`src/design/dtq_pkg.sv`:
```
// Shared constants, codes and control types of the deadline timer queue.
`timescale 1ns / 1ps
`default_nettype none

package dtq_pkg;

  localparam int TIMER_SLOTS = 32;
  localparam int TIME_BITS   = 48;
  localparam int SLOT_BITS   = (TIMER_SLOTS > 1) ? $clog2(TIMER_SLOTS) : 1;
  localparam int CNT_BITS    = $clog2(TIMER_SLOTS + 1);
  localparam int TICKET_BITS = 32;
  localparam int HANDLE_BITS = 5;
  localparam int FIELD_TIME_BITS = 48;

  typedef logic [SLOT_BITS-1:0]   slot_t;
  typedef logic [CNT_BITS-1:0]    cnt_t;
  typedef logic [TIME_BITS-1:0]   time_t;
  typedef logic [TICKET_BITS-1:0] ticket_t;
  typedef logic [HANDLE_BITS-1:0] handle_t;

  typedef enum logic [1:0] {
    CMD_ADD    = 2'd0,
    CMD_STOP   = 2'd1,
    CMD_UPDATE = 2'd2,
    CMD_CLEAR  = 2'd3
  } cmd_code_t;

  typedef enum logic [2:0] {
    KIND_ADDED        = 3'd0,
    KIND_ADD_REJECTED = 3'd1,
    KIND_STOPPED      = 3'd2,
    KIND_STOP_REFUSED = 3'd3,
    KIND_FIRED        = 3'd4,
    KIND_NONE_FIRED   = 3'd5
  } kind_t;

  typedef struct packed {
    logic load;
    logic single;
    logic promote;
    logic scan_start;
    logic fire;
  } dtq_cmd_t;

  typedef struct packed {
    logic out_free;
    logic scan_done;
    logic last_fire;
  } dtq_status_t;

endpackage

`default_nettype wire

```
`src/design/dtq_datapath.sv`:
```
// Slot state, deadline and ticket stores, selection scan and result register.
`timescale 1ns / 1ps
`default_nettype none

module dtq_datapath (
  input  wire logic                 clk,
  input  wire logic                 rst,
  input  wire dtq_pkg::dtq_cmd_t    cmd,
  output dtq_pkg::dtq_status_t      status,
  input  wire logic [1:0]           command,
  input  wire logic [4:0]           timer_handle,
  input  wire logic [47:0]          deadline,
  input  wire logic [47:0]          now,
  input  wire logic                 out_stall,
  output logic                      out_valid,
  output logic [2:0]                kind,
  output logic [4:0]                fired_handle,
  output logic                      was_cancelled,
  output logic                      last
);

  localparam dtq_pkg::slot_t LastSlot = dtq_pkg::slot_t'(dtq_pkg::TIMER_SLOTS - 1);

  logic [1:0]                       cmd_r;
  dtq_pkg::handle_t                 handle_r;
  dtq_pkg::time_t                   deadline_r;
  dtq_pkg::time_t                   now_r;

  logic [dtq_pkg::TIMER_SLOTS-1:0]  pend;
  logic [dtq_pkg::TIMER_SLOTS-1:0]  run;
  logic [dtq_pkg::TIMER_SLOTS-1:0]  live;
  dtq_pkg::ticket_t                 next_ticket;

  dtq_pkg::time_t                   mem_deadline [dtq_pkg::TIMER_SLOTS];
  dtq_pkg::ticket_t                 mem_ticket   [dtq_pkg::TIMER_SLOTS];

  logic                             issuing;
  dtq_pkg::slot_t                   iss_idx;
  logic                             dv;
  dtq_pkg::slot_t                   d_idx;
  logic                             done;
  dtq_pkg::time_t                   rd_deadline;
  dtq_pkg::ticket_t                 rd_ticket;
  logic                             mode_pend;
  logic                             best_valid;
  dtq_pkg::slot_t                   best_idx;
  dtq_pkg::time_t                   best_deadline;
  dtq_pkg::ticket_t                 best_age;
  dtq_pkg::cnt_t                    cnt;

  logic                             clr;
  logic                             in_range;
  dtq_pkg::slot_t                   h_slot;
  logic                             add_ok;
  logic                             stop_ok;
  dtq_pkg::ticket_t                 age;
  logic                             d_pend;
  logic                             d_run;
  logic                             due;
  logic                             elig;
  logic                             cand;
  logic                             better;

  always_comb begin
    clr      = (cmd_r == dtq_pkg::CMD_CLEAR);
    h_slot   = dtq_pkg::slot_t'(handle_r);
    in_range = (32'(handle_r) < 32'(dtq_pkg::TIMER_SLOTS));
    add_ok   = in_range && !pend[h_slot] && !run[h_slot];
    stop_ok  = in_range && live[h_slot];
    age      = next_ticket - rd_ticket;
    d_pend   = pend[d_idx];
    d_run    = run[d_idx];
    due      = clr || (rd_deadline <= now_r);
    elig     = d_pend || (d_run && due);
    cand     = mode_pend ? d_pend : (d_run && due);
    if (!best_valid) begin
      better = 1'b1;
    end else if (mode_pend) begin
      better = (age > best_age);
    end else begin
      better = (rd_deadline < best_deadline) ||
               ((rd_deadline == best_deadline) && (age > best_age));
    end
  end

  assign status.out_free  = !out_valid || !out_stall;
  assign status.scan_done = done;
  assign status.last_fire = !best_valid || (cnt == dtq_pkg::cnt_t'(1));

  always_ff @(posedge clk) begin
    if (cmd.single && (cmd_r == dtq_pkg::CMD_ADD) && add_ok) begin
      mem_deadline[h_slot] <= deadline_r;
      mem_ticket[h_slot]   <= next_ticket;
    end
    if (issuing) begin
      rd_deadline <= mem_deadline[iss_idx];
      rd_ticket   <= mem_ticket[iss_idx];
    end
  end

  always_ff @(posedge clk) begin
    if (rst) begin
      pend        <= '0;
      run         <= '0;
      live        <= '0;
      next_ticket <= '0;
      out_valid   <= 1'b0;
      issuing     <= 1'b0;
      iss_idx     <= '0;
      dv          <= 1'b0;
      done        <= 1'b0;
      mode_pend   <= 1'b0;
      best_valid  <= 1'b0;
      cnt         <= '0;
    end else begin
      if (cmd.single || cmd.fire) begin
        out_valid <= 1'b1;
      end else if (out_valid && !out_stall) begin
        out_valid <= 1'b0;
      end
      if (cmd.single) begin
        if (cmd_r == dtq_pkg::CMD_ADD) begin
          if (add_ok) begin
            pend[h_slot] <= 1'b1;
            live[h_slot] <= 1'b1;
            next_ticket  <= next_ticket + dtq_pkg::ticket_t'(1);
          end
        end else if (stop_ok) begin
          live[h_slot] <= 1'b0;
        end
      end
      if (cmd.promote && !clr) begin
        run  <= run | (pend & live);
        pend <= pend & ~live;
      end
      if (cmd.scan_start) begin
        issuing    <= 1'b1;
        iss_idx    <= '0;
        dv         <= 1'b0;
        done       <= 1'b0;
        best_valid <= 1'b0;
        cnt        <= '0;
        mode_pend  <= |pend;
      end else begin
        if (issuing) begin
          iss_idx <= iss_idx + dtq_pkg::slot_t'(1);
          if (iss_idx == LastSlot) begin
            issuing <= 1'b0;
          end
        end
        dv <= issuing;
        if (dv) begin
          cnt <= cnt + dtq_pkg::cnt_t'(elig);
          if (cand && better) begin
            best_valid <= 1'b1;
          end
          if (d_idx == LastSlot) begin
            done <= 1'b1;
          end
        end
      end
      if (cmd.fire) begin
        if (best_valid) begin
          pend[best_idx] <= 1'b0;
          run[best_idx]  <= 1'b0;
          live[best_idx] <= 1'b0;
        end
      end
    end
  end

  always_ff @(posedge clk) begin
    if (cmd.load) begin
      cmd_r      <= command;
      handle_r   <= timer_handle;
      deadline_r <= dtq_pkg::time_t'(deadline);
      now_r      <= dtq_pkg::time_t'(now);
    end
    d_idx <= iss_idx;
    if (dv && cand && better) begin
      best_idx      <= d_idx;
      best_deadline <= rd_deadline;
      best_age      <= age;
    end
    if (cmd.single) begin
      if (cmd_r == dtq_pkg::CMD_ADD) begin
        kind <= add_ok ? dtq_pkg::KIND_ADDED : dtq_pkg::KIND_ADD_REJECTED;
      end else begin
        kind <= stop_ok ? dtq_pkg::KIND_STOPPED : dtq_pkg::KIND_STOP_REFUSED;
      end
      fired_handle  <= handle_r;
      was_cancelled <= 1'b0;
      last          <= 1'b1;
    end
    if (cmd.fire) begin
      if (best_valid) begin
        kind          <= dtq_pkg::KIND_FIRED;
        fired_handle  <= dtq_pkg::handle_t'(best_idx);
        was_cancelled <= mode_pend || clr || !live[best_idx];
        last          <= (cnt == dtq_pkg::cnt_t'(1));
      end else begin
        kind          <= dtq_pkg::KIND_NONE_FIRED;
        fired_handle  <= '0;
        was_cancelled <= 1'b0;
        last          <= 1'b1;
      end
    end
  end

  a_phase_exclusive: assert property (@(posedge clk) disable iff (rst)
    (pend & run) == '0)
    else $error("slot both pending and running");

  a_live_queued: assert property (@(posedge clk) disable iff (rst)
    (live & ~(pend | run)) == '0)
    else $error("live slot not queued");

  a_load_free: assert property (@(posedge clk) disable iff (rst)
    (cmd.single || cmd.fire) |-> status.out_free)
    else $error("result word loaded over an untaken word");

  a_fired_idle: assert property (@(posedge clk) disable iff (rst)
    (cmd.fire && best_valid) |=> (!pend[$past(best_idx)] && !run[$past(best_idx)] &&
                                  out_valid && (kind == dtq_pkg::KIND_FIRED)))
    else $error("fired slot still queued");

endmodule

`default_nettype wire

```
`src/design/dtq_ctrl.sv`:
```
// Command sequencer of the deadline timer queue.
`timescale 1ns / 1ps
`default_nettype none

module dtq_ctrl (
  input  wire logic                 clk,
  input  wire logic                 rst,
  input  wire logic                 in_valid,
  input  wire logic [1:0]           command,
  input  wire dtq_pkg::dtq_status_t status,
  output dtq_pkg::dtq_cmd_t         cmd,
  output logic                      in_stall
);

  typedef enum logic [2:0] {
    S_IDLE,
    S_SINGLE,
    S_PROMOTE,
    S_INIT,
    S_SCAN,
    S_FIRE
  } state_t;

  state_t state;
  state_t state_next;
  logic   single_cmd;

  always_comb begin
    single_cmd = (command == dtq_pkg::CMD_ADD) || (command == dtq_pkg::CMD_STOP);
    cmd        = '0;
    state_next = state;
    case (state)
      S_IDLE: begin
        if (in_valid && !in_stall) begin
          cmd.load   = 1'b1;
          state_next = single_cmd ? S_SINGLE : S_PROMOTE;
        end
      end
      S_SINGLE: begin
        if (status.out_free) begin
          cmd.single = 1'b1;
          state_next = S_IDLE;
        end
      end
      S_PROMOTE: begin
        cmd.promote = 1'b1;
        state_next  = S_INIT;
      end
      S_INIT: begin
        cmd.scan_start = 1'b1;
        state_next     = S_SCAN;
      end
      S_SCAN: begin
        if (status.scan_done) begin
          state_next = S_FIRE;
        end
      end
      S_FIRE: begin
        if (status.out_free) begin
          cmd.fire   = 1'b1;
          state_next = status.last_fire ? S_IDLE : S_INIT;
        end
      end
      default: begin
        state_next = S_IDLE;
      end
    endcase
  end

  always_ff @(posedge clk) begin
    if (rst) begin
      state    <= S_IDLE;
      in_stall <= 1'b1;
    end else begin
      state    <= state_next;
      in_stall <= (state_next != S_IDLE);
    end
  end

endmodule

`default_nettype wire

```
`src/design/deadline_timer_queue.sv`:
```
// Top level of the deadline timer queue: sequencer and datapath.
// Add and stop: one result word, loaded once the output register is free after the word is taken.
// Update and clear: a promote step, then one scan of the slot store per result word
// (one scan per fired timer), at least one word; the next command is taken
// once the final result word is loaded. One command is handled at a time.
// Synchronous reset empties every slot and zeroes the ticket counter at once.
`timescale 1ns / 1ps
`default_nettype none

module deadline_timer_queue (
  input  wire logic        clk,
  input  wire logic        rst,
  input  wire logic        in_valid,
  output logic             in_stall,
  input  wire logic [1:0]  command,
  input  wire logic [4:0]  timer_handle,
  input  wire logic [47:0] deadline,
  input  wire logic [47:0] now,
  output logic             out_valid,
  input  wire logic        out_stall,
  output logic [2:0]       kind,
  output logic [4:0]       fired_handle,
  output logic             was_cancelled,
  output logic             last
);

  dtq_pkg::dtq_cmd_t    cmd;
  dtq_pkg::dtq_status_t status;

  dtq_ctrl u_ctrl (
    .clk      (clk),
    .rst      (rst),
    .in_valid (in_valid),
    .command  (command),
    .status   (status),
    .cmd      (cmd),
    .in_stall (in_stall)
  );

  dtq_datapath u_datapath (
    .clk           (clk),
    .rst           (rst),
    .cmd           (cmd),
    .status        (status),
    .command       (command),
    .timer_handle  (timer_handle),
    .deadline      (deadline),
    .now           (now),
    .out_stall     (out_stall),
    .out_valid     (out_valid),
    .kind          (kind),
    .fired_handle  (fired_handle),
    .was_cancelled (was_cancelled),
    .last          (last)
  );

endmodule

`default_nettype wire

```
`config.mk`:
```
export PLATFORM = sky130hd
export DESIGN_NAME = deadline_timer_queue
export DESIGN_NICKNAME = d
export VERILOG_FILES = /design/src/design/dtq_pkg.sv /design/src/design/dtq_datapath.sv /design/src/design/dtq_ctrl.sv /design/src/design/deadline_timer_queue.sv
export SDC_FILE = /design/constraint.sdc
export NUM_CORES = 2
export LEC_CHECK = 0
export ABC_AREA = 1
export BUFFER_PORTS_ARGS = -buffer_cell sky130_fd_sc_hd__buf_2
export CORE_ASPECT_RATIO = 1.25
export CORE_MARGIN = 3
export CORE_UTILIZATION = 45
export DETAILED_ROUTE_END_ITERATION = 16
export GPL_TIMING_DRIVEN = 0
export SYNTH_ARGS = -nofsm -noshare
export SYNTH_HDL_FRONTEND = slang
export SYNTH_SLANG_ARGS = --single-unit
export TNS_END_PERCENT = 20
```
`constraint.sdc`:
```
create_clock -name clk -period 9.5 [get_ports clk]
set_input_delay 1.9 -clock clk [delete_from_list [all_inputs] [get_ports clk]]
set_output_delay 1.9 -clock clk [all_outputs]
set_load 0.1 [all_outputs]
```
==> summary.txt <==
Clocking
  • Post-CTS setup buffers: 0
  • Cts hold-fix bufs: 0
  • Clock Latency Late Sink: 0.90 ns
  • Post-cts sizing count: 0
  • Root buf cell: clkbuf_16
  • H-tree Lvls: 5
  • CTS tree: built
  • Cts bufs inserted: 303
  • TritonCTS Sinks: 2,992
  • Worst-path clk slew: 0.06 ns
  • Clk buf depth: 4

Floorplan
  • Core Area: 269,000 sq um
  • Die footprint: 277,000 sq um
  • Die W: 472 microns
  • Chip height: 588 microns
  • # rows: 213
  • Initial core utilization: 0.452
  • Io pins: 119

Worst setup path
  • Crit-path cells: buf_2 > inv_1 > buf_2 > clkbuf_1 > clkbuf_1 > o21ai_0 > o21ai_0 > nand2_1 > o21ai_1
  • Setup crit end kind: register
  • Worst Setup EP: u_datapath.rd_ticket[22]
  • Crit path max fanout: 10
  • Slowest library cell on the worst path: o21ai_0
  • Critical Path Start: u_datapath.iss_idx[2]
  • Crit path launch type: register
  • Reg2reg start: u_datapath.iss_idx[2]
  • Stages on the worst setup path: 9
  • Largest delay contributor family on the critical path: buffers and inverters
  • Slowest Stage Delay on Critical Path: 1.10 ns
  • CP Buf/Inv Count: 5
  • Worst Reg-to-Reg Cells: 9
  • Arr. time, crit path: 6.53 ns
  • R2r setup slk: 3.58 ns
  • RR Endpoint: u_datapath.rd_ticket[22]
  • CP Class: reg -> reg
  • Required @ worst endpoint: 10.11 ns

Power and ir drop
  • Clk pwr share: 0.413
  • Worst vdd ir: 0.131 mV
  • Switching Fraction: 0.244
  • Pwr Density: 209 nW/um^2
  • LEAKAGE: 44.7 nW
  • P_sw: 0.00705 W
  • Internal: 0.0219 W
  • Comb pwr share: 0.065
  • Reg power frac: 0.522
  • Final total power: 0.0289 W

Synth
  • Number of synthesized flops with an enable pin: 2,838
  • Post-synth top area share: 0.699
  • Ys async rst share: 0
  • Area contributors post-synth: edfxtp_1 70%, o21ai_0 6.4%, nor2_1 5.4%
  • Post-Syn Nets: 10.1k
  • Post-synthesis cell area: 122,000 sq um
  • Mean Syn Cell Area: 12.4 sq um
  • Synthesis Warnings: 0
  • Netlist cell types: 53
  • Seq/Total Area, Yosys: 0.724
  • Cells after synthesis: 9,826
  • Synthesized flop and latch total: 2,992
  • Primary FF master, synth: edfxtp_1
  • Synth area leader: edfxtp_1

Final layout
  • Multi-input gate area: 29,500 sq um
  • Commonest non-fill, non-tap cells in the layout: 2,838 x edfxtp_1, 1,754 x nor2_1, 1,547 x o21ai_0
  • Filler instances: 23.1k
  • Area Overhead vs Synth: 13.7%
  • Leading cell type in the layout, fill and taps excluded: edfxtp_1
  • Seq. cell area: 88,300 sq um
  • Share of cells above drive strength 1: 0.0875
  • Finished Layout Cells: 14.1k
  • Final net count: 10.6k

Hold path
  • Hold Path Depth: 0
  • Hold WC Path Type: reg -> reg

Outcome
  • Failing checks: max-capacitance violations, max-slew violations
  • Outcome: finished with violations

Global route
  • Number of global-route vias before repair: 86.1k
  • Grt ovf: 0
  • Initial antenna violation count: 61
  • Largest net degree at the start of global routing: 70
  • Global Route Usage Sum: 0.352
  • First-pass GRT wire length: 679,000 microns

Drt
  • Total Wirelength: 503,000 microns
  • Initial DRT Pass Iterations: 8
  • Post-route ant nets: 0
  • DR vias/cell: 6.46
  • Iter 0 DRT Violations: 15.8k
  • Drt wl/cell: 35.6 microns
  • Vias: 91.3k
  • Post-route DRC: 0

Timing
  • Final slew viol count: 321
  • Slew @ Worst Pin: 1.69 ns
  • RSZ-0062 raised after global routing: no
  • Final Setup Violations: 0
  • Max_slew headroom: -0.124
  • Max Fclk: 169 MHz
  • Period Utilization, post-route: 0.623
  • Final Hold Fails: 0
  • Minimum clock period: 5.92 ns
  • Final worst setup slack: 3.58 ns
  • Setup_tns: 0 ns
  • Final hold slack: 0.406 ns
  • Final Skew: 0.0560 ns

Place
  • Placed Cells incl. Taps: 13.6k
  • Input/output buffers: 117
  • Routability cong.: 0.971
  • Half-perimeter wire length after placement: 339,000 microns
  • DP Worst Slack: 3.58 ns

Flow run
  • Max Cap Viol: 16
per-stage QoR:
step / utilization / area, sq um
6_report: 0.514 / 139000
2_1_floorplan: - / 122000
3_3_place_gp: 0.471 / 127000
3_5_place_dp: 0.478 / 129000
5_1_grt: 0.514 / 139000
4_1_cts: 0.514 / 138000
power groups by stage:
stage / registers (W) / logic, W / clock network [W]
floorplan: 0.0153 / 0.000817 / 0
detailed placement: 0.0154 / 0.00178 / 0
finish: 0.0151 / 0.00187 / 0.0120
CTS: 0.0151 / 0.00178 / 0.0120
global placement: 0.0154 / 0.00170 / 0
global route: 0.0151 / 0.00193 / 0.0125
cells in the mapped netlist (all sizes together) (2+ instances only):
cell type	n
a21boi	2
a21o	7
a21oi	284
a221oi	5
a22oi	5
a31o	3
a31oi	45
and3	4
buf	210
clkbuf	414
dfxtp	154
edfxtp	2838
ha	164
inv	413
nand2	643
nand3	98
nand3b	6
nand4	119
nor2	1758
nor3	64
nor3b	4
nor4	11
o2111ai	2
o211ai	27
o21a	4
o21ai	1660
o21bai	24
o221a	34
o221ai	63
o22ai	618
o31ai	29
o32ai	38
or2	9
xnor2	21
xor2	39
sequential cells by signal, indices dropped and copies added, names as in the netlist, 48 cells and up:
signal / cells
u_datapath.rd_deadline: 48
u_datapath.mem_deadline: 1536
u_datapath.best_deadline: 48
u_datapath.deadline_r: 48
u_datapath.now_r: 48
u_datapath.mem_ticket: 1024
cell type report:
| class | count | share of cell area |
|---|---|---|
| Clock buffer | 360 | 0.0572 |
| Antenna cell | 20 | 0.000361 |
| Timing Repair Buffer | 192 | 0.0169 |
| Sequential cell | 2992 | 0.638 |
| Inverter | 413 | 0.0123 |
| Multi-Input combinational cell | 5797 | 0.213 |
| Clock inverter | 172 | 0.0119 |
| Tap cell | 3547 | 0.0320 |
| Buffer | 624 | 0.0190 |
cell families (layout without fill, tap and decap cells):
group | count (synthesis) | count (layout) | synth area share
other | 0 | 20 | 0
DFF | 2992 | 2992 | 0.724
and+or+nand+nor | 2718 | 2718 | 0.0888
adders and majority gates | 165 | 165 | 0.0170
buffers and inverters | 1037 | 1761 | 0.0342
AOI/OAI and AO/OA | 2853 | 2853 | 0.131
xor gates and xnor gates | 60 | 60 | 0.00431
muxes | 1 | 1 | 0.0000821
per-layer routing:
metal | vias to the layer above | share of wire | track usage
li1 | 37278 | - | -
met1 | 45238 | 0.34 | 0.425
met2 | 7063 | 0.44 | 0.543
met3 | 1653 | 0.13 | 0.0979
met4 | 34 | 0.089 | 0.253
met5 | - | 0.00043 | 0
how the worst min path moves through the flow:
stage,start,to,slack [ns]
5_1_grt,u_datapath.iss_idx[1],u_datapath.d_idx[1],0.42
3_5_place_dp,u_datapath.iss_idx[1],u_datapath.d_idx[1],0.40
2_1_floorplan,u_datapath.iss_idx[2],u_datapath.d_idx[2],0.33
6_report,u_datapath.iss_idx[1],u_datapath.d_idx[1],0.41
3_3_place_gp,u_datapath.iss_idx[1],u_datapath.d_idx[1],0.38
4_1_cts,u_datapath.iss_idx[1],u_datapath.d_idx[1],0.41
(Power assumes the default switching activity.)
